$ cat src/sv/hwb_pkg.sv
// ----------------------------------------------------------------------------
// hwb_pkg
// Shared constants and types for the histogram white balance block.
// ----------------------------------------------------------------------------
`default_nettype none

package hwb_pkg;

    localparam int unsigned MAX_PIXELS = 524288;
    localparam int CNT_W   = $clog2(MAX_PIXELS + 1);
    localparam int PIX_W   = 8;
    localparam int BINS    = 256;
    localparam int BIN_W   = $clog2(BINS);
    localparam int RATIO_W = 15;
    localparam int SCALE_W = 17;
    localparam int THR_W   = CNT_W + SCALE_W;
    localparam int NCH     = 3;

    localparam logic [CNT_W-1:0]   MAX_COUNT = CNT_W'(MAX_PIXELS);
    localparam logic [RATIO_W-1:0] RATIO_RST = 15'd3277;
    localparam logic [SCALE_W-1:0] ONE_Q16   = 17'h10000;
    localparam logic [PIX_W-1:0]   PIX_MAX   = 8'd255;
    localparam logic [BIN_W-1:0]   LAST_BIN  = BIN_W'(BINS - 1);

    typedef struct packed {
        logic clear;
        logic step;
        logic gate_lo;
    } t_cut_ctl;

    typedef struct packed {
        logic       start;
        logic       step;
        logic [2:0] shift;
    } t_div_ctl;

endpackage

`default_nettype wire

$ cat src/sv/hwb_cut.sv
// ----------------------------------------------------------------------------
// hwb_cut
// Cut point search for one channel, fed one histogram bin per cycle.
// ----------------------------------------------------------------------------
`default_nettype none

module hwb_cut (
    input  wire logic                      i_clk,
    input  wire hwb_pkg::t_cut_ctl         i_ctl,
    input  wire logic [hwb_pkg::CNT_W-1:0] i_bin,
    input  wire logic [hwb_pkg::THR_W-1:0] i_lo_thr,
    input  wire logic [hwb_pkg::THR_W-1:0] i_hi_thr,
    output logic      [hwb_pkg::PIX_W-1:0] o_lo,
    output logic      [hwb_pkg::PIX_W-1:0] o_hi
);
    import hwb_pkg::*;

    logic [CNT_W-1:0] r_run;
    logic [BIN_W-1:0] r_lo;
    logic [BIN_W:0]   r_k;
    logic [CNT_W-1:0] w_run;
    logic [THR_W-1:0] w_cum;
    logic [BIN_W-1:0] w_hi0;

    assign w_run = r_run + i_bin;
    assign w_cum = {1'b0, w_run, 16'h0000};

    always_ff @(posedge i_clk) begin
        if (i_ctl.clear) begin
            r_run <= '0;
            r_lo  <= '0;
            r_k   <= '0;
        end else if (i_ctl.step) begin
            r_run <= w_run;
            if (i_ctl.gate_lo && (w_cum < i_lo_thr)) begin
                r_lo <= r_lo + 1'b1;
            end
            // The high cut counts the bins at or below the threshold,
            // so it lands one below the first bin above it.
            if (!(w_cum > i_hi_thr)) begin
                r_k <= r_k + 1'b1;
            end
        end
    end

    always_comb begin
        w_hi0 = (r_k == '0) ? '0 : BIN_W'(r_k - 1'b1);
        o_lo  = r_lo;
        o_hi  = (w_hi0 < (PIX_MAX - 1'b1)) ? w_hi0 + 1'b1 : w_hi0;
    end

endmodule

`default_nettype wire

$ cat config.mk
export PLATFORM = sky130hd
export DESIGN_NAME = hwb_cut
export DESIGN_NICKNAME = d
export VERILOG_FILES = /design/src/sv/hwb_pkg.sv /design/src/sv/hwb_cut.sv
export SDC_FILE = /design/constraint.sdc
export NUM_CORES = 1
export LEC_CHECK = 0
export BUFFER_PORTS_ARGS = -buffer_cell sky130_fd_sc_hd__buf_2
export CORE_MARGIN = 1.5
export CORE_UTILIZATION = 55
export DETAILED_ROUTE_END_ITERATION = 10
export PLACE_DENSITY_LB_ADDON = 0.05
export SYNTH_ARGS = -nofsm -noshare
export SYNTH_HDL_FRONTEND = slang
export SYNTH_SLANG_ARGS = --single-unit
$ cat constraint.sdc
create_clock -name i_clk -period 7.9 [get_ports i_clk]
set_input_delay 0.395 -clock i_clk [delete_from_list [all_inputs] [get_ports i_clk]]
set_output_delay 0.395 -clock i_clk [all_outputs]
set_load 0.05 [all_outputs]
Yosys cells after proc, flatten, opt, wreduce, memory -nomap -nowiden
Cells that the tools add are included.
- $add $sub $neg: 5
- bitwise gates (word level): 1
- multiplexer cells: 2
- reduce and logical (&&, ||, !) cells: 4
- order comparisons: 3
- operators with widths (operator ; number):
    > comparator 36 x 37 -> 1 bit ; 1
    < comparator 36 x 37 -> 1 bit ; 1
    adder 20 bit ; 1
    adder 8 x 1 -> 8 bit (second input constant) ; 2
    2-to-1 mux 8 bit ; 2
    adder 9 x 1 -> 9 bit (second input constant) ; 1
    logical NOT 9 bit ; 1
    < comparator 8 bit (second input constant) ; 1
    subtractor 8 x 1 -> 8 bit (second input constant) ; 1
    AND reduction 2 bit ; 2
    logical AND 1 bit ; 1
    NOT 1 bit ; 1
- logic and storage cells: 18
- bits in registers: 37
- bits of input ports: 98

Longest topological paths before layout
- word-level depth: 4
- depth in mapped cells: 20

Least setup slack after synthesis
No wires, ideal clock.
- kind: input -> register
- start point: input i_bin[6] in the netlist's numbering
- end point: register r_k[7]
- buffers on the path: 0
- stages: 17
- data required time: 7.830 ns
- arrival: 4.022 ns
- path slack: 3.808 ns
- cells stage by stage: ha_1 -> a211oi_1 -> nor2_1 -> o311ai_0 -> a21oi_1 -> a21oi_1 -> o21ai_0 -> a21oi_1 -> xnor2_1 -> ha_1 -> nand4b_1 -> nor2_1 -> nand2_1 -> nor3_1 -> nor2_1 -> or4_1 -> a21oi_1
- cells in the longest elaborated chain, start to end: 4
- ends and longest elaborated chain (item ; line ; RTL):
    start, declared ; hwb_cut.sv:10 ; input wire logic [hwb_pkg::CNT_W-1:0] i_bin,
    adder 20 bit ; hwb_cut.sv:25 ; assign w_run = r_run + i_bin;
    net w_run[19] ; hwb_cut.sv:21 ; logic [CNT_W-1:0] w_run;
    > comparator 36 x 37 -> 1 bit ; hwb_cut.sv:40 ; if (!(w_cum > i_hi_thr)) begin
    NOT 1 bit (no line) ; -- ;
    AND reduction 2 bit (no line) ; -- ;
    end signal, assigned ; hwb_cut.sv:41 ; r_k <= r_k + 1'b1;
    end, declared ; hwb_cut.sv:20 ; logic [BIN_W:0] r_k;
The timed path passes the listed nets, and every way through them passes these cells.
A chain may end at the register's enable or synchronous reset.

Final worst setup path
- start point: register r_run[6]
- end point: register r_k[7]
- cells in the longest elaborated chain, start to end: 4
- ends and longest elaborated chain (item ; line ; RTL):
    start, declared ; hwb_cut.sv:18 ; logic [CNT_W-1:0] r_run;
    start signal, assigned ; hwb_cut.sv:34 ; r_run <= w_run;
    adder 20 bit ; hwb_cut.sv:25 ;
    net w_run[19] ; hwb_cut.sv:21 ;
    > comparator 36 x 37 -> 1 bit ; hwb_cut.sv:40 ;
    NOT 1 bit (no line) ; -- ;
    AND reduction 2 bit (no line) ; -- ;
The timed path passes the listed nets, and every way through them passes these cells.

==> summary.txt <==
Run status
  – Status: finished, final reports clean

Floorplanning
  – Cell row count: 30
  – Die Ht: about 90 µm
  – Core Area: about 6900 µm²
  – Starting Density: 0.574
  – Die width: around 88 µm
  – Ports: between 100 and 150
  – Die area: 7690 µm²

Power and ir drop
  – PD cells: around 200 nW/µm²
  – Combinational group share of total power: 0.615
  – Reg power frac: 0.243
  – Clk pwr share: 0.142
  – Switching share of power: 0.459
  – Leakage: between 0.002 and 0.0025 µW
  – Peak supply drop: ~0.21 mV
  – Switch Pwr: between 400 and 500 µW
  – Power Total: ~930 µW
  – Power Internal: 504 µW

Synthesis
  – Synth cell types: 63
  – Top cells by area, synth: ha_1, dfxtp_1, inv_1, nor2_1, xnor2_1
  – Number of synthesized flops with an enable pin: 0
  – Yosys reg bits: 37
  – Post-Synthesis Cells: a little under 500
  – Post-Syn Area: ~3900 µm²
  – Top_reg_cell synth: dfxtp_1
  – Top-area cell type share of the netlist area: 0.200
  – Asr flop ratio synth: 0
  – Post-Syn Nets: 659
  – Yosys warns: 0
  – Syn avg cell area: just under 8 µm²
  – Sequential fraction of the synthesis area: 0.188
  – Biggest area consumer among synthesized cells: ha_1

Hold path
  – Cells on Worst Hold Path: 2
  – HP Class: register to register
  – Hold path start: r_run[9]
  – Hold endpoint: r_run[9]

Worst setup path
  – Worst endpoint required time: 8.12 ns
  – Worst Path Max Fanout: 7
  – R2r setup slk: between 3 and 4 ns
  – CP startpoint kind: register
  – CP arrival: between 4 and 5 ns
  – Register-to-Register Path Depth: 17
  – FF-to-FF Start: r_run[6]
  – Crit. End Element: register
  – Crit path kind: register to register
  – R2r endpoint: r_k[7]

Route
  – Remaining antenna violation count: 0
  – Drt wl/cell: roughly 13 µm
  – DRC Markers: 0
  – WL final: ~9.3 mm
  – Starting DRT DRC Count: 150
  – Via count: about 3800
  – Top Metal Used: met4
  – DR WL met3: between 400 and 500 µm
  – First-pass DRT Iterations: 4
  – Met2 wire len: approximately 4.2 mm
  – Metal-1 WL: 4.56 mm
  – Vias per inst: around 5.5

Global routing
  – Grt total ovfl: 0
  – Global-route usage over all layers: 0.254
  – Number of global-route vias before repair: between 3000 and 4000
  – First-pass GRT wire length: around 16 mm
  – Largest net degree at the start of global routing: 46
  – Antenna violations before repair: 0

Timing
  – Max-slew headroom: 0.436
  – Fmax: between 0.2 and 0.25 GHz
  – Period minus WS final: 4.65 ns
  – Share of the clock period used by the worst path: 0.589
  – Hold Vio Cnt, Final: 0
  – Slew Limit Fails: 0
  – Final TNS setup: 0 ns
  – Worst slew pin tran: between 0.8 and 0.9 ns
  – Clk_skew: 0.00437 ns
  – Setup Viol. Count Final: 0
  – RSZ-0062 raised after global routing: no
  – Final hold slack: slightly below 0.5 ns

Clocking
  – CTS clk-pin slew, worst paths: 0.08 ns
  – Clock Latency Late Sink: between 0.2 and 0.3 ns
  – CTS tree: yes
  – Sinks on Clock Net: 37
  – Post-cts resize count: 0
  – CTS root buffer: clkbuf_8
  – Cts bufs inserted: 5
  – Maximum buffer depth of the clock tree: 2
  – Cts hold-fix bufs: 0
  – Htree depth: 2
  – Setup Fix Bufs, Post-CTS: 0

Final layout
  – Layout cells sized above 1: 0.231
  – Final core utilization: 0.678
  – Commonest non-fill, non-tap cells in the layout: buf_2, ha_1, inv_1
  – Most common cell after layout, fill and taps aside: buf_2
  – Nets: roughly 760
  – Area Growth Syn to Fin: 18.0%
  – Final non-filler cell total: between 600 and 700
  – N_diodes: 0

Flow run
  – Max-cap violations: 0

Place
  – I/O Buffers: approximately 110
  – DP Wirelength: ~7.5 mm
  – Post-placement cell count: approximately 690
  – Placer Congestion: roughly 0.89
[Yosys cell counts (all sizes together) (7+ instances only)]
cell / number
a21o: 21
a21oi: 29
clkbuf: 13
dfxtp: 37
ha: 63
inv: 54
mux2i: 15
nand2: 25
nand2b: 7
nand3: 11
nand4: 11
nor2: 48
nor2b: 7
nor3: 13
nor4: 8
o21ai: 21
xnor2: 20
xor2: 12
[how the worst max path moves through the flow]
stage	startpoint	end	slack (ns)	depth (start not counted)
after floorplan	i_bin[6]	r_k[7]	3.81	17
after global placement	i_bin[6]	r_k[7]	3.29	18
after detailed placement	i_bin[6]	r_k[7]	3.06	18
after CTS	r_run[6]	r_k[7]	3.27	17
after global routing	r_run[6]	r_k[7]	2.70	17
final	r_run[6]	r_k[7]	3.25	17
[stage by stage]
stage | worst slack [ns] | cell area (µm²)
final | 3.25 | 4660
after global routing | 2.70 | 4660
after global placement | 3.29 | 4570
after CTS | 3.27 | 4660
after floorplan | 3.81 | 3950
after detailed placement | 3.06 | 4570
[layer usage]
metal	vias up	GRT usage
met4	0	0.0462
met3	6	0.0443
met5	-	0
met2	92	0.434
li1	1997	-
met1	1734	0.339
[cell families (layout without fill, tap and decap cells)]
kind of cell,Yosys count,in the layout,synth area share
and+or+nand+nor,163,163,0.221
AOI/OAI and AO/OA,112,112,0.196
buffers and inverters,69,175,0.0657
adders and majority gates,64,64,0.205
DFF,37,37,0.188
xor gates and xnor gates,32,32,0.0710
muxes,20,20,0.0542
[layout make-up]
type                    count  area [µm²]
multi-input cells         391        2950
fillers                   607        2210
flip-flops and latches     37         741
repair buffers            113         566
inverters                  54         203
well taps                  96         120
clock buffers               6        72.6
clock inverters             2        10.0
[critical path: stages (launching register included)]
cell and delay, ns:
dfxtp_1 0.32, ha_1 0.34, a211oi_1 0.34, nor2_1 0.10, o311ai_0 0.47, a21oi_1 0.21, a21oi_1 0.28, o21ai_0 0.19
a21oi_1 0.22, xnor2_1 0.12, ha_1 0.31, nand4b_1 0.12, nor2_1 0.19, nand2_1 0.12, nor3_1 0.36, nor2_1 0.20
or4_1 0.53, a21oi_1 0.15
[power by group through the flow]
stage	Combinational [µW]	Sequential [µW]	Clock, µW
after CTS	572	226	136
after global routing	646	230	143
after floorplan	442	225	0
after global placement	553	229	0
final	573	226	133
after detailed placement	568	230	0
[flip-flops by register name (all words and copies together), names as in the netlist]
signal / flops
r_run: 20
r_k: 9
o_lo: 8
(Power assumes the default switching activity.)
