File: src/sv/hwb_pkg.sv
// ----------------------------------------------------------------------------
// hwb_pkg
// Shared constants and types for the histogram white balance block.
// ----------------------------------------------------------------------------
`default_nettype none

package hwb_pkg;

    localparam int unsigned MAX_PIXELS = 524288;
    localparam int CNT_W   = $clog2(MAX_PIXELS + 1);
    localparam int PIX_W   = 8;
    localparam int BINS    = 256;
    localparam int BIN_W   = $clog2(BINS);
    localparam int RATIO_W = 15;
    localparam int SCALE_W = 17;
    localparam int THR_W   = CNT_W + SCALE_W;
    localparam int NCH     = 3;

    localparam logic [CNT_W-1:0]   MAX_COUNT = CNT_W'(MAX_PIXELS);
    localparam logic [RATIO_W-1:0] RATIO_RST = 15'd3277;
    localparam logic [SCALE_W-1:0] ONE_Q16   = 17'h10000;
    localparam logic [PIX_W-1:0]   PIX_MAX   = 8'd255;
    localparam logic [BIN_W-1:0]   LAST_BIN  = BIN_W'(BINS - 1);

    typedef struct packed {
        logic clear;
        logic step;
        logic gate_lo;
    } t_cut_ctl;

    typedef struct packed {
        logic       start;
        logic       step;
        logic [2:0] shift;
    } t_div_ctl;

endpackage

`default_nettype wire

File: src/sv/hwb_div.sv
// ----------------------------------------------------------------------------
// hwb_div
// Clamp and stretch of one channel with a bit-serial restoring divider.
// ----------------------------------------------------------------------------
`default_nettype none

module hwb_div (
    input  wire logic                      i_clk,
    input  wire hwb_pkg::t_div_ctl         i_ctl,
    input  wire logic [hwb_pkg::PIX_W-1:0] i_pix,
    input  wire logic [hwb_pkg::PIX_W-1:0] i_lo,
    input  wire logic [hwb_pkg::PIX_W-1:0] i_hi,
    output logic      [hwb_pkg::PIX_W-1:0] o_q
);
    import hwb_pkg::*;

    logic [2*PIX_W-1:0] r_rem;
    logic [PIX_W-1:0]   r_den;
    logic [PIX_W-1:0]   r_q;
    logic               r_sp;
    logic [PIX_W-1:0]   w_v;
    logic [PIX_W-1:0]   w_d;
    logic [2*PIX_W-1:0] w_sub;

    always_comb begin
        w_v = i_pix;
        if (w_v < i_lo) begin
            w_v = i_lo;
        end
        if (w_v > i_hi) begin
            w_v = i_hi;
        end
        w_d   = w_v - i_lo;
        w_sub = (2*PIX_W)'(r_den) << i_ctl.shift;
    end

    always_ff @(posedge i_clk) begin
        if (i_ctl.start) begin
            // An inverted range gives full scale, an empty range gives zero.
            r_sp  <= (i_hi <= i_lo);
            r_q   <= (i_hi < i_lo) ? PIX_MAX : '0;
            r_rem <= {w_d, {PIX_W{1'b0}}} - {{PIX_W{1'b0}}, w_d};
            r_den <= i_hi - i_lo;
        end else if (i_ctl.step && !r_sp) begin
            if (r_rem >= w_sub) begin
                r_rem            <= r_rem - w_sub;
                r_q[i_ctl.shift] <= 1'b1;
            end
        end
    end

    assign o_q = r_q;

endmodule

`default_nettype wire

File: config.mk
export PLATFORM = sky130hd
export DESIGN_NAME = hwb_div
export DESIGN_NICKNAME = d
export VERILOG_FILES = /design/src/sv/hwb_pkg.sv /design/src/sv/hwb_div.sv
export SDC_FILE = /design/constraint.sdc
export NUM_CORES = 1
export LEC_CHECK = 0
export BUFFER_PORTS_ARGS = -buffer_cell sky130_fd_sc_hd__buf_2
export CAP_MARGIN = 40
export CORE_UTILIZATION = 55
export DETAILED_ROUTE_END_ITERATION = 8
export GPL_TIMING_DRIVEN = 0
export PLACE_DENSITY = 0.8
export SLEW_MARGIN = 20
export SYNTH_ARGS = -nofsm -noshare
export SYNTH_HDL_FRONTEND = slang
export SYNTH_SLANG_ARGS = --single-unit
export TNS_END_PERCENT = 5
File: constraint.sdc
create_clock -name i_clk -period 10.63 [get_ports i_clk]
set_input_delay 2.6575 -clock i_clk [delete_from_list [all_inputs] [get_ports i_clk]]
set_output_delay 2.6575 -clock i_clk [all_outputs]
set_load 0.01 [all_outputs]
# Yosys cells after proc, flatten, opt, wreduce, memory -nomap -nowiden
# Cells that the tools add are included.
# W data, S select, Z words.
# op_classes
n_addsub	4
magnitude_cmp	7
shifts	1
mux	11
bitwise	1
reduce_logical	6
# ops
operator	n
$mux W16	3
$mux W8	6
$ge A16 B16 Y1	1
$lt A8 B8 Y1	2
$shl A8 B3 Y16	1
$sub A16 B16 Y16	1
$sub A16 B8 Y16	1
$sub A8 B8 Y8	2
$gt A8 B8 Y1	1
$le A8 B8 Y1	1
$or A8 B8 Y8	1
$lt A3 B4 Y1 const B	1
$reduce_bool A2 Y1	2
$demux W1 S3	1
$ge A3 B1 Y1 const B	1
$logic_and A1 B1 Y1	2
$reduce_and A2 Y1	1
$logic_not A1 Y1	1
$mux W1	1
# word_totals
register_bits	33
word_cells	34

# Logic depth before layout (Yosys ltp)
# Gate-level depths: netlist (run 1).
# logic_depth
ltp_word	8
mapped_depth	24
mapped_depth_nobuf	23

# Worst setup path after synthesis (run 1)
# No wires, ideal clock.
# synth_path
path_kind	input to register
startpoint	in i_lo[5] in the netlist's numbering
endpoint	reg r_rem[10], data pin
t_arrival_ps	7295
required_ps	10363
path_slack_ps	3067
stages	23
n_path_buf	2
path_cell_list	inv_1 ha_1 a21oi_1 o21ai_0 a21oi_2 mux2_2 ha_1 a211oi_1 nor2_1 and4bb_2 nor2_1 clkbuf_1 nor2_1 a21oi_1 ha_1 a21o_1 a21oi_2 o21ai_2 xor2_1 or4_1 buf_2 o311a_1 a2bb2oi_1
# synth_via
elab_chain_cells	7
# synth_rtl
item	line	rtl
start, declared	hwb_div.sv:11	input wire logic [hwb_pkg::PIX_W-1:0] i_lo,
$lt A8 B8 Y1	hwb_div.sv:27	if (w_v < i_lo) begin
$mux W8	hwb_div.sv:27	
$gt A8 B8 Y1	hwb_div.sv:30	if (w_v > i_hi) begin
$mux W8	hwb_div.sv:30	
$sub A8 B8 Y8 *	hwb_div.sv:33	w_d = w_v - i_lo;
$sub A16 B8 Y16 *	hwb_div.sv:42	r_rem <= {w_d, {PIX_W{1'b0}}} - {{PIX_W{1'b0}}, w_d};
$mux W16 *	hwb_div.sv:38	if (i_ctl.start) begin
end signal, assigned	hwb_div.sv:42	
end signal, assigned	hwb_div.sv:46	r_rem <= r_rem - w_sub;
end, declared	hwb_div.sv:17	logic [2*PIX_W-1:0] r_rem;
# Every way passes the cells marked *; elsewhere a longest branch is shown, timed or not.
# A chain may end at the register's enable or synchronous reset.

# Final worst setup path (run 1)
# layout_path
startpoint	in i_lo[1] in the netlist's numbering
endpoint	reg r_rem[7], data pin
# The elaborated chain is that of the path after synthesis.

==> results of run 1 <==
-- Yosys cell counts, types with 10 or more instances --
library cell                n  area share [%]
sky130_fd_sc_hd__inv_1     31             3.2
sky130_fd_sc_hd__nand2b_1  10             1.7
sky130_fd_sc_hd__o21ai_0   31             4.2
sky130_fd_sc_hd__a21oi_1   33             4.5
sky130_fd_sc_hd__ha_1      46              16
sky130_fd_sc_hd__nand2_1   41             4.2
sky130_fd_sc_hd__mux2i_1   12             3.3
sky130_fd_sc_hd__a21o_1    11             2.3
sky130_fd_sc_hd__xor2_1    10             2.4
sky130_fd_sc_hd__nor2_1    37             3.8
sky130_fd_sc_hd__xnor2_1   11             2.6
sky130_fd_sc_hd__mux2_2    11             3.4
sky130_fd_sc_hd__edfxtp_1  33              27
-- through the flow --
step                      setup WS, ns  total power, µW  instance area (µm²)  util (%)  hold slack (ns)
after global placement            2.25              707                 3930      61.6            0.556
after CTS                         2.43              821                 4020      62.9            0.590
final                             2.41              828                 4020      62.9            0.584
after floorplan                   3.07              612                 3670         -            0.613
after detailed placement          2.14              723                 3930      61.6            0.573
after global routing              1.84              897                 4020      62.9            0.607
-- report_power, final --
part	internal, µW	switching (µW)
Clock	45.2	50.3
Combinational	217	297
Sequential	202	16.6
Total	464	364
-- worst max path at each step --
stage | to | slack (ns) | cells past startpoint
2_1_floorplan | r_rem[10] | 3.07 | 23
3_3_place_gp | r_rem[10] | 2.25 | 24
3_5_place_dp | r_rem[10] | 2.14 | 24
4_1_cts | r_rem[7] | 2.43 | 24
5_1_grt | r_rem[8] | 1.84 | 24
6_report | r_rem[7] | 2.41 | 24
-- layout make-up --
cell class / instances / area [µm²] / area share [%]
Clock buffer: 5 / 68.8 / 1.71
Clock inverter: 3 / 17.5 / 0.436
Inverter: 32 / 120 / 2.99
Multi-Input combinational cell: 348 / 2510 / 62.4
Timing Repair Buffer: 34 / 170 / 4.23
Buffer: 12 / 47.5 / 1.18
Tap cell: 77 / 96.3 / 2.40
Sequential cell: 33 / 991 / 24.7
-- cells by family (layout without fill, tap and decap cells) --
group / after synthesis / after routing
buffers and inverters: 44 / 86
muxes: 23 / 23
xor gates and xnor gates: 21 / 21
AOI/OAI and AO/OA: 120 / 120
DFF: 33 / 33
adders and majority gates: 49 / 49
and+or+nand+nor: 135 / 135
-- metal layers --
layer | share of wire, % | GRT usage, % | vias to the layer above
met1 | 43 | 30.7 | 1496
met3 | 4.4 | 2.67 | 13
li1 | - | - | 1630
met2 | 51 | 45.2 | 81
met5 | 0 | 0 | -
met4 | 1.5 | 7.55 | 0
-- flip-flops by register name, indices dropped and copies added (netlist names) --
name	count
r_sp	1
r_rem	16
r_den	8
o_q	8
-- critical path, cell delays in order --
cell                       delay [ns]
sky130_fd_sc_hd__buf_2           0.15
sky130_fd_sc_hd__inv_1           0.11
sky130_fd_sc_hd__ha_1            0.27
sky130_fd_sc_hd__o21ai_0         0.15
sky130_fd_sc_hd__o21ai_0         0.12
sky130_fd_sc_hd__a21oi_2         0.50
sky130_fd_sc_hd__mux2_2          0.42
sky130_fd_sc_hd__ha_1            0.29
sky130_fd_sc_hd__a211oi_1        0.07
sky130_fd_sc_hd__nor2_1          0.18
sky130_fd_sc_hd__and4bb_2        0.29
sky130_fd_sc_hd__nor2_1          0.28
sky130_fd_sc_hd__clkbuf_1        0.40
sky130_fd_sc_hd__nor2_1          0.10
sky130_fd_sc_hd__a21oi_1         0.14
sky130_fd_sc_hd__ha_1            0.30
sky130_fd_sc_hd__nor2b_1         0.16
sky130_fd_sc_hd__o21ai_0         0.20
sky130_fd_sc_hd__nor3b_1         0.20
sky130_fd_sc_hd__nor2_1          0.09
sky130_fd_sc_hd__or2_2           0.32
sky130_fd_sc_hd__or3_2           0.46
sky130_fd_sc_hd__xnor2_1         0.26
sky130_fd_sc_hd__a21oi_1         0.11
==> insert_results.sql, run 1 <==
INSERT INTO impl_metrics (metric_group, metric, value, unit) VALUES
('cts', 'cts_made_buffers', '5', ''),
('cts', 'cts-root-to-sink-buffers', '2', ''),
('worst_setup_path', 'timing.reg2reg.worst_path_depth', '11', ''),
('synthesis', 'compound_cell_area_share_of_the_yosys_netlist', '21.0', '%'),
('sta', 'setup_viol', '0', ''),
('cells_and_area', 'finalNonFillerCells', '544', ''),
('cts', 'clock-sinks', '33', ''),
('worst_hold_path', 'timing.hold.worst_path_depth', '2', ''),
('synthesis', 'syn_inst', '425', ''),
('routing', 'avgRoutedWirePerCell', '15.4', 'µm'),
('cts', 'clock_tree.htree_level_count', '2', ''),
('cells_and_area', 'antennaDiodeCount', '0', ''),
('synthesis', 'yosysWarningCount', '0', ''),
('sta', 'setup_tns', '0', 'ns'),
('routing', 'drt-vias-per-instance', '5.92', ''),
('worst_hold_path', 'min-delay-start', 'o_q[4]', ''),
('sta', 'fmax', '122', 'MHz'),
('status', 'status', 'finished clean', ''),
('placement', 'post-place-cells', '536', ''),
('routing', 'ant_nets', '0', ''),
('die', 'design.die.area', '7000', 'µm²'),
('routing', 'via_count', '3220', ''),
('worst_setup_path', 'timing.critical_path.to_type', 'flop', ''),
('synthesis', 'yosys.cell_types.count', '61', ''),
('synthesis', 'ys_async_sr_fraction', '0', '%'),
('pwr', 'leakagePower', '0.00178', 'µW'),
('sta', 'grt_setup_unrepaired', 'false', ''),
('die', 'die_width', '83.6', 'µm'),
('synthesis', 'synth.avg_cell_area', '8.63', 'µm²'),
('pwr', 'vdd_drop_max', '0.000145', 'V'),
('worst_setup_path', 'worst_r2r_endpoint', 'o_q[4]', ''),
('sta', 'clock-skew-final', '0.00166', 'ns'),
('worst_setup_path', 'crit_path_start', 'i_lo[1]', ''),
('cts', 'path_clk_slew', '0.07', 'ns'),
('worst_setup_path', 'rrSetupSlack', '7.17', 'ns'),
('worst_setup_path', 'worst_ep_required_time', '10.66', 'ns'),
('placement', 'routabilityCongestion', '0.924', ''),
('routing', 'drt-pass1-iter-count', '4', ''),
('worst_hold_path', 'whs_endpoint', 'o_q[4]', ''),
('worst_setup_path', 'crit_path_start_kind', 'primary input', ''),
('worst_setup_path', 'worst-setup-path-type', 'primary input to flop', ''),
('worst_setup_path', 'worst_r2r_startpoint', 'r_den[3]', ''),
('sta', 'post-route-period-util', '77.3', '%'),
('run', 'max-cap-violations', '0', ''),
('die', 'initial_core_util', '57.4', '%'),
('global_routing', 'gr-usage-all-layers', '24.8', '%'),
('global_routing', 'global_route_wire_length_before_repair', '14.1', 'mm'),
('cells_and_area', 'mostFrequentLayoutCell', 'sky130_fd_sc_hd__ha_1', ''),
('synthesis', 'post_synth_fa_ha_maj_area_fraction', '17.3', '%'),
('die', 'core.rowCount', '29', ''),
('worst_setup_path', 'cp.arrival', '8.25', 'ns'),
('sta', 'timing.final.crit_period', '8.22', 'ns'),
('synthesis', 'synth_top_family_by_area', 'compound AO/OA/AOI/OAI gates', ''),
('routing', 'drc_errors', '0', ''),
('cts', 'root_buffer_selected_by_cts', 'sky130_fd_sc_hd__clkbuf_8', ''),
('cts', 'post-cts-setup-buffers', '0', ''),
('cells_and_area', 'most-common-layout-cells', '46 x sky130_fd_sc_hd__ha_1, 41 x sky130_fd_sc_hd__nand2_1, 37 x sky130_fd_sc_hd__nor2_1', ''),
('placement', 'place.detailed.hpwl', '6.78', 'mm'),
('worst_hold_path', 'hp-class', 'flop to flop', ''),
('worst_setup_path', 'critical_path_fanouts_max', '10', ''),
('global_routing', 'first_global_vias', '3137', ''),
('synthesis', 'synth.mux.area_fraction', '6.66', '%'),
('sta', 'timing.slew.headroom', '57.1', '%'),
('synthesis', 'synth_nets', '504', ''),
('die', 'floorplan.die.height', '83.6', 'µm'),
('synthesis', 'synth-xor-area-share', '5.02', '%'),
('cells_and_area', 'n_fill_cell', '551', ''),
('cts', 'cts.repair.resized', '0', ''),
('global_routing', 'antenna_found_initial', '0', ''),
('die', 'design.portCount', '38', ''),
('sta', 'slew_at_the_pin_with_the_worst_max_slew_slack', '0.644', 'ns');
Power figures use the tool's default switching activity.
==> inputs of run 2 (changes only) <==
Clock period 10.63 ns to 7.6 ns, I/O delays scaled along.
==> run 2 against run 1 <==
  * Utilization is 0.92 points higher
  * Global-route usage stayed put
  * Total power is 41% higher
  * First-iteration DRC count is 5.1% higher
  * Sequential power is 40% higher
  * Clock power is 39% higher
  * Wire length is 1.6% higher
  * Count of clock-buffer cells in the layout stayed put
  * Critical endpoint is now r_rem[10]
==> insert_results.sql, run 2 (synthesized netlist as in run 1, its figures left out) <==
INSERT INTO impl_metrics (metric_group, metric, value, unit) VALUES
('sta', 'slew_at_the_pin_with_the_worst_max_slew_slack', '0.639', 'ns'),
('run', 'max-cap-violations', '0', ''),
('die', 'initial_core_util', '57.4', '%'),
('routing', 'drt-vias-per-instance', '5.90', ''),
('cells_and_area', 'finalNonFillerCells', '550', ''),
('cells_and_area', 'reg_area', '991', 'µm²'),
('placement', 'post-place-cells', '536', ''),
('routing', 'wirelength', '8.53', 'mm'),
('placement', 'port_buffers', '34', ''),
('cts', 'cts_made_buffers', '5', ''),
('sta', 'post-route-period-util', '94.8', '%'),
('routing', 'drc_errors', '0', ''),
('cells_and_area', 'multi_input_comb_area', '2520', 'µm²'),
('global_routing', 'first_global_vias', '3137', ''),
('die', 'core.rowCount', '29', ''),
('routing', 'avgRoutedWirePerCell', '15.5', 'µm'),
('cts', 'clock_tree.htree_level_count', '2', ''),
('sta', 'finalHoldViolCount', '0', ''),
('die', 'design.die.area', '7000', 'µm²'),
('sta', 'fmax', '139', 'MHz'),
('pwr', 'leakagePower', '0.00182', 'µW'),
('global_routing', 'overflow', '0', ''),
('routing', 'via_count', '3244', ''),
('worst_setup_path', 'timing.reg2reg.worst_path_depth', '11', ''),
('sta', 'post_route_hold_slack', '0.584', 'ns'),
('placement', 'place.detailed.hpwl', '6.78', 'mm'),
('worst_hold_path', 'min-delay-start', 'o_q[4]', ''),
('worst_setup_path', 'worst_path_max_delay_cell', 'sky130_fd_sc_hd__or4_1', ''),
('placement', 'place_area', '3930', 'µm²'),
('worst_setup_path', 'critical_path_fanouts_max', '10', ''),
('die', 'core_region_area', '6390', 'µm²'),
('worst_setup_path', 'worst_r2r_endpoint', 'o_q[3]', ''),
('cts', 'cts-root-to-sink-buffers', '2', ''),
('worst_setup_path', 'worst_ep_required_time', '7.63', 'ns'),
('cts', 'worst_skew_late_latency', '0.29', 'ns'),
('worst_setup_path', 'crit_path_start_kind', 'primary input', ''),
('cts', 'clock-sinks', '33', ''),
('cts', 'tritoncts', 'yes', ''),
('sta', 'setup_tns', '0', 'ns'),
('global_routing', 'antenna_found_initial', '0', ''),
('sta', 'worst_slack', '0.396', 'ns'),
('cells_and_area', 'mostFrequentLayoutCell', 'sky130_fd_sc_hd__ha_1', ''),
('worst_setup_path', 'worst_r2r_startpoint', 'r_den[3]', ''),
('placement', 'routabilityCongestion', '0.924', ''),
('worst_hold_path', 'whs_endpoint', 'o_q[4]', ''),
('die', 'design.portCount', '38', ''),
('worst_setup_path', 'buffering_stage_count_on_the_worst_path_with_inverters_included', '5', ''),
('pwr', 'power_per_cell_area', '286', 'nW/µm²'),
('routing', 'drt_iter0_drc', '165', ''),
('global_routing', 'largest_net_degree_at_the_start_of_global_routing', '25', ''),
('pwr', 'vdd_drop_max', '0.000203', 'V'),
('worst_setup_path', 'critical_path.max_stage_delay', '0.52', 'ns'),
('worst_setup_path', 'cp.arrival', '7.23', 'ns'),
('sta', 'timing.final.max_slew_violations', '0', ''),
('cells_and_area', 'most-common-layout-cells', '46 x sky130_fd_sc_hd__ha_1, 41 x sky130_fd_sc_hd__nand2_1, 37 x sky130_fd_sc_hd__nor2_1', ''),
('global_routing', 'global_route_wire_length_before_repair', '14.1', 'mm'),
('worst_hold_path', 'hp-class', 'flop to flop', ''),
('worst_setup_path', 'rrSetupSlack', '4.15', 'ns'),
('global_routing', 'gr-usage-all-layers', '24.8', '%'),
('placement', 'dp_worst_setup_slack', '-0.132', 'ns'),
('routing', 'drt-pass1-iter-count', '5', ''),
('cells_and_area', 'largest_register', 'r_rem', ''),
('cells_and_area', 'finish.instance_area', '4080', 'µm²'),
('die', 'floorplan.die.height', '83.6', 'µm'),
('routing', 'ant_nets', '0', ''),
('worst_setup_path', 'worst-setup-path-type', 'primary input to flop', ''),
('cts', 'root_buffer_selected_by_cts', 'sky130_fd_sc_hd__clkbuf_8', ''),
('die', 'die_width', '83.6', 'µm'),
('worst_hold_path', 'timing.hold.worst_path_depth', '2', ''),
('sta', 'setup_viol', '0', ''),
('cells_and_area', 'fin_nets', '551', ''),
('status', 'status', 'finished clean', ''),
('worst_setup_path', 'path_delay_family', 'compound AO/OA/AOI/OAI gates', ''),
('worst_setup_path', 'timing.critical_path.to_type', 'flop', ''),
('cts', 'path_clk_slew', '0.07', 'ns'),
('cells_and_area', 'largest_reg_flops', '16', ''),
('cells_and_area', 'n_fill_cell', '548', ''),
('sta', 'clock-skew-final', '0.00286', 'ns'),
('cts', 'ctsHoldBuffers', '0', ''),
('cells_and_area', 'antennaDiodeCount', '0', ''),
('sta', 'timing.final.crit_period', '7.20', 'ns'),
('cells_and_area', 'syn2layout_area_growth', '11.2', '%'),
('sta', 'timing.slew.headroom', '57.4', '%'),
('cells_and_area', 'post_route_cells_drive_above_1_share', '16.7', '%');
==> run 2: cell types whose count changed in the layout (fill, tap and decap cells not counted), sizes merged <==
cell  before  now
buf       38   44
==> run 2: worst register-to-register path: cells and delay by family (launching register included) <==
family / cells / cell delay (ns)
AO/OA/AOI/OAI: 9 / 2.17
flip-flops: 1 / 0.40
multiplexers: 1 / 0.29
adder cells (fa/ha/maj): 1 / 0.23
==> run 2: through the flow <==
stage	total power, µW	utilization [%]
after floorplan	857	-
after CTS	1150	62.9
after global placement	989	61.6
after global routing	1260	63.9
final	1170	63.9
after detailed placement	1010	61.6
==> run 2: how the worst max path moves through the flow <==
stage	from	end	slack (ns)	cells past startpoint
after floorplan	i_lo[5]	r_rem[10]	0.79	23
after global placement	i_lo[1]	r_rem[10]	-0.03	24
after detailed placement	i_lo[1]	r_rem[10]	-0.13	24
after CTS	i_lo[1]	r_rem[7]	0.16	24
after global routing	i_lo[1]	r_rem[7]	-0.04	25
final	i_lo[1]	r_rem[10]	0.40	25
==> run 2: final cells by class <==
| class | count | share of cell area [%] |
|---|---|---|
| Buffer | 12 | 1.20 |
| Clock buffer | 5 | 1.69 |
| Clock inverter | 3 | 0.430 |
| Inverter | 32 | 2.95 |
| Multi-Input combinational cell | 348 | 61.8 |
| Sequential cell | 33 | 24.3 |
| Tap cell | 77 | 2.36 |
| Timing Repair Buffer | 40 | 5.28 |
==> run 2: timing repair <==
action                     CTS  global route
setup buffers                0             6
hold endpoints to repair     0             0
resized for setup            0             4
setup endpoints to repair    0            10
==> run 2: routing by layer <==
layer / global-route usage, % / vias up / part of all wire, %
li1: - / 1639 / -
met1: 30.7 / 1499 / 42
met2: 45.2 / 91 / 51
met3: 2.67 / 15 / 5.3
met4: 7.55 / 0 / 1.9
met5: 0 / - / 0
==> run 2: report_power, final <==
| part | leakage, µW | switching, µW | total (µW) | internal [µW] |
|---|---|---|---|---|
| sequential | 0.000323 | 22.9 | 305 | 282 |
| combinational | 0.00145 | 418 | 729 | 310 |
| clock | 0.0000439 | 69.7 | 133 | 63.2 |
